--- src/mss_pkg.sv ---
`timescale 1ns / 1ps
// ----------------------------------------------------------------------------
// mss_pkg
// Shared types and constants for the maximum segment sum tree.
// ----------------------------------------------------------------------------
package mss_pkg;

    localparam int LEAF_BITS      = 10;
    localparam int LEAVES         = 2 ** LEAF_BITS;
    localparam int VALUE_BITS     = 32;
    localparam int SUM_BITS       = VALUE_BITS + LEAF_BITS;
    localparam int BEST_BITS      = 41;
    localparam int ADDR_BITS      = LEAF_BITS + 1;
    localparam int DEPTH          = 2 ** ADDR_BITS;
    localparam int IN_DATA_BITS   = 48;
    localparam int OUT_DATA_BITS  = 48;

    localparam logic [ADDR_BITS-1:0] ROOT_ADDR = ADDR_BITS'(1);

    typedef logic signed [SUM_BITS-1:0] sum_t;
    typedef logic [ADDR_BITS-1:0]       addr_t;

    typedef struct packed {
        sum_t best;
        sum_t suffix;
        sum_t prefix;
        sum_t total;
    } node_t;

    localparam int NODE_BITS = $bits(node_t);

    typedef enum logic [2:0] {
        ST_CLEAR,
        ST_IDLE,
        ST_LEAF,
        ST_CLIMB,
        ST_FINISH
    } state_t;

endpackage

--- src/mss_merge.sv ---
`timescale 1ns / 1ps
// ----------------------------------------------------------------------------
// mss_merge
// Combines two sibling nodes into their parent.
// ----------------------------------------------------------------------------
module mss_merge
(
    input  mss_pkg::node_t left,
    input  mss_pkg::node_t right,
    output mss_pkg::node_t parent
);

    mss_pkg::sum_t pre_cross;
    mss_pkg::sum_t suf_cross;
    mss_pkg::sum_t mid_cross;
    mss_pkg::sum_t side_best;

    always_comb
    begin
        pre_cross = left.total + right.prefix;
        suf_cross = right.total + left.suffix;
        mid_cross = left.suffix + right.prefix;
        side_best = (left.best > right.best) ? left.best : right.best;

        parent.total  = left.total + right.total;
        parent.prefix = (left.prefix > pre_cross) ? left.prefix : pre_cross;
        parent.suffix = (right.suffix > suf_cross) ? right.suffix : suf_cross;
        parent.best   = (side_best > mid_cross) ? side_best : mid_cross;
    end

endmodule

--- config.mk ---
export PLATFORM = sky130hd
export DESIGN_NAME = mss_merge
export DESIGN_NICKNAME = d
export VERILOG_FILES = /design/src/mss_pkg.sv /design/src/mss_merge.sv
export SDC_FILE = /design/constraint.sdc
export NUM_CORES = 1
export LEC_CHECK = 0
export BUFFER_PORTS_ARGS = -buffer_cell sky130_fd_sc_hd__buf_2
export CAP_MARGIN = 0
export CORE_MARGIN = 3
export CORE_UTILIZATION = 40
export DETAILED_ROUTE_END_ITERATION = 10
export PLACE_DENSITY = 0.68
export SYNTH_ARGS = -nofsm -noshare
export SYNTH_HDL_FRONTEND = slang
export SYNTH_SLANG_ARGS = --single-unit
--- constraint.sdc ---
create_clock -name vclk -period 7.5
set_input_delay 0.75 -clock vclk [all_inputs]
set_output_delay 0.75 -clock vclk [all_outputs]
set_load 0.03 [all_outputs]
==> results.md <==
- Synth Area in Simple Gates: 0.154
- Placed wire-length estimate: 54,800 um
- Hold Buf Count CTS: 0
- Die area: 38,500 um2
- Status: complete, no violations
- First-pass GRT wire length: 89,900 um
- IO Port Bufs: 504
- Setup violators final: 0
- Combinational share of power: 1.000
- Internal: 1290 uW
- RSZ-0062 raised after global routing: false
- Post-synthesis compound-gate area fraction: 0.305
- Total Wirelength: 60,800 um
- FF/Latch Area: 0 um2
- Starting density of the core: 0.406
- Number of fill cells: 3,599
- Synth Warn #: 0
- Period utilization: 0.967
- Highest routed layer: met4
- Worst EP required: 6750 ps
- Top-area cell type share of the netlist area: 0.287
- I/O pin cnt: 504
- Hold WS: 1870 ps
- DRC: 0
- Crit Path Class: in2out
- Met2 routed WL: 28,900 um
- Layout sequential cell count: 0
- Placer congestion estimate: 0.978
- Wire length on met1: 26,700 um
- Critical-path maximum fanout: 21
- Met3 wire length: 3710 um
- Arr. time, crit path: 6510 ps
- Critical Path Sink Type: primary output
- Largest net degree at the start of global routing: 43
- Syn_nets: 2,647
- # Max-Cap Violations: 0
- Clock power share: 0
- Share of power burned in registers: 0
- Final Util: 0.495
- DRT antenna net count: 0
- Tmin final: 7260 ps
- Main area contributors after synthesis: ha_1 (29%), a21o_1 (8.5%), a21oi_1 (7.0%)
- Synth Cell Area: 14,500 um2
- Nets: 3,122
- Net Sw Power: 2300 uW
- Clk_buf instances: 0
- Total global routing track utilization: 0.293
- Cell area power density: 203 nW/um2
- Total core area: 35,700 um2
- Final Hold Fails: 0
- Min-Delay Path Class: in2out
- Mapped Cells: 1,975
- Vias: 16.8k
- Iteration-0 DRC Markers: 971
- Library cells used by synthesis: 74
- First drt pass iteration count: 5
- Die W: 196 um
- CP startpoint kind: input pin
- Area grow syn2layout: 21.9%
- Main combinational cell family by area after synthesis: compound AO/OA/AOI/OAI gates
- Highest clock rate: 0.138 GHz
- Xor and xnor area share after synthesis: 0.0948
- FP Rows: 69
- Die Span Y: 196 um
- Worst Tran Pin Value: 694 ps
- Total congestion overflow: 0
- Static Leak: 0.00986 uW
- Layout cell share with drive strength beyond 1: 0.232
- Rel. slew slack: 0.533
- Max-slew violations: 0
- Synth Area in Adders: 0.292
- Initial antenna violation count: 9
- Area of the multi-input gates: 13,700 um2
- Routed WL per cell: 20.8 um
- Switching share of power: 0.641
- Avg Cell Area, Syn: 7.34 um2
- DR vias/cell: 5.76
- Mux share of post-synthesis cell area: 0.0938
- Synth area leader: ha_1
- Worst VDD drop: 0.187 mV
- Vias in the first global route: 16.1k
- Sequential element share of the synthesized area: 0
-- placed cells by master (no fill, tap or decap), types with 5 or more instances in the layout --
cell type	n
buf_4	16
or3_1	6
inv_1	174
and4_1	8
o21a_1	23
a21oi_1	202
a211o_1	8
o21bai_1	29
and2_1	10
mux2_1	26
o21ai_1	30
nand3_1	52
nor3_1	21
or2_2	7
ha_1	332
a211oi_1	22
xnor2_1	87
o221ai_1	5
a21o_1	165
nand2_1	105
nor2_1	118
diode_2	9
mux2_2	12
nand4_1	55
mux2i_1	93
o31a_1	7
o31ai_1	6
o2111ai_1	5
nand2b_1	18
a2111oi_0	5
o21ai_0	71
nor2b_1	20
xor2_1	68
buf_2	504
a31oi_1	24
o211ai_1	16
and3_1	20
-- area by class of cell --
class,count,area share
tap,461,0.0326
timing repair buffer,525,0.156
antenna,9,0.00127
multi-input combinational,1749,0.774
inverter,174,0.0370
-- worst paths after layout --
kind | from | slack (ps) | cells after the start | endpoint
setup / recovery | left[0] | 240 | 24 | parent[43]
hold / removal | left[55] | 1870 | 4 | parent[55]
-- worst max-delay path, cell delays in order --
cell      delay, ps
buf_2           150
ha_1            310
fa_1            450
a211oi_1        240
o21ai_1         190
o21ai_2         210
o211ai_1        190
a211o_1         340
a311oi_1        350
o31ai_1         170
a221oi_1        340
xor2_1          150
ha_1            300
nand4_1          90
or3_1           430
nor2_2          190
nand2_1         150
a311oi_2        290
a211oi_1        100
xnor2_1         170
nor2_4          180
buf_12          210
mux2_2          350
buf_2           180
-- Yosys cell counts (5+ instances only) --
master       n
or3_1        6
a211o_1      8
mux2_1      26
clkbuf_1    33
o2111ai_1    5
o21ai_0     72
nor2_1     120
a21oi_1    203
nand2_1    105
nor2b_1     20
nor4_1       5
nand2b_1    18
inv_1      174
a21o_1     165
ha_1       332
o221ai_1     5
o21ai_1     30
o31a_1       7
o21bai_1    29
and2_1      10
o211ai_1    16
o31ai_1      6
nor3_1      21
and3_1      20
xor2_1      68
nand3_1     52
a211oi_1    24
a2111oi_0    5
mux2i_1     93
or2_2        7
xnor2_1     87
mux2_2      12
buf_2       15
o21a_1      23
and4_1       8
nand4_1     55
a31oi_1     24
-- through the flow --
step | cell area [um2] | setup TNS, ps | setup WS [ps] | instances | power (uW)
floorplan | 14500 | 0 | 703 | 1975 | 2480
global placement | 17600 | 0 | 54.6 | 2907 | 3500
detailed placement | 17600 | -58.1 | -30.3 | 2907 | 3530
CTS | 17600 | 0 | 42.4 | 2907 | 3550
global route | 17700 | 0 | 21.0 | 2918 | 3860
finish | 17700 | 0 | 244 | 2918 | 3590
-- per-layer routing --
metal,GRT usage,up-vias
met2,0.518,604
li1,-,8311
met1,0.388,7811
met3,0.0247,72
met4,0.0647,0
met5,0,-
-- power groups by stage --
stage,registers (uW),logic (uW),clock network [uW]
floorplan,0,2480,0
global placement,0,3500,0
global route,0,3860,0.000161
CTS,0,3550,0
finish,0,3590,0.000161
detailed placement,0,3530,0
-- cells by family after synthesis --
| family | count (synthesis) |
|---|---|
| buffers and inverters | 226 |
| AOI/OAI and AO/OA | 672 |
| adders and majority gates | 336 |
| and+or+nand+nor | 454 |
| xor gates and xnor gates | 156 |
| muxes | 131 |
-- what timing repair did --
item	in CTS	in global routing
gates cloned	0	1
endpoints found under the setup margin	2	64
gates resized for setup	1	7
pin swaps	0	1
setup buffers	0	1
No activity file was read; power rests on OpenSTA's default activity.
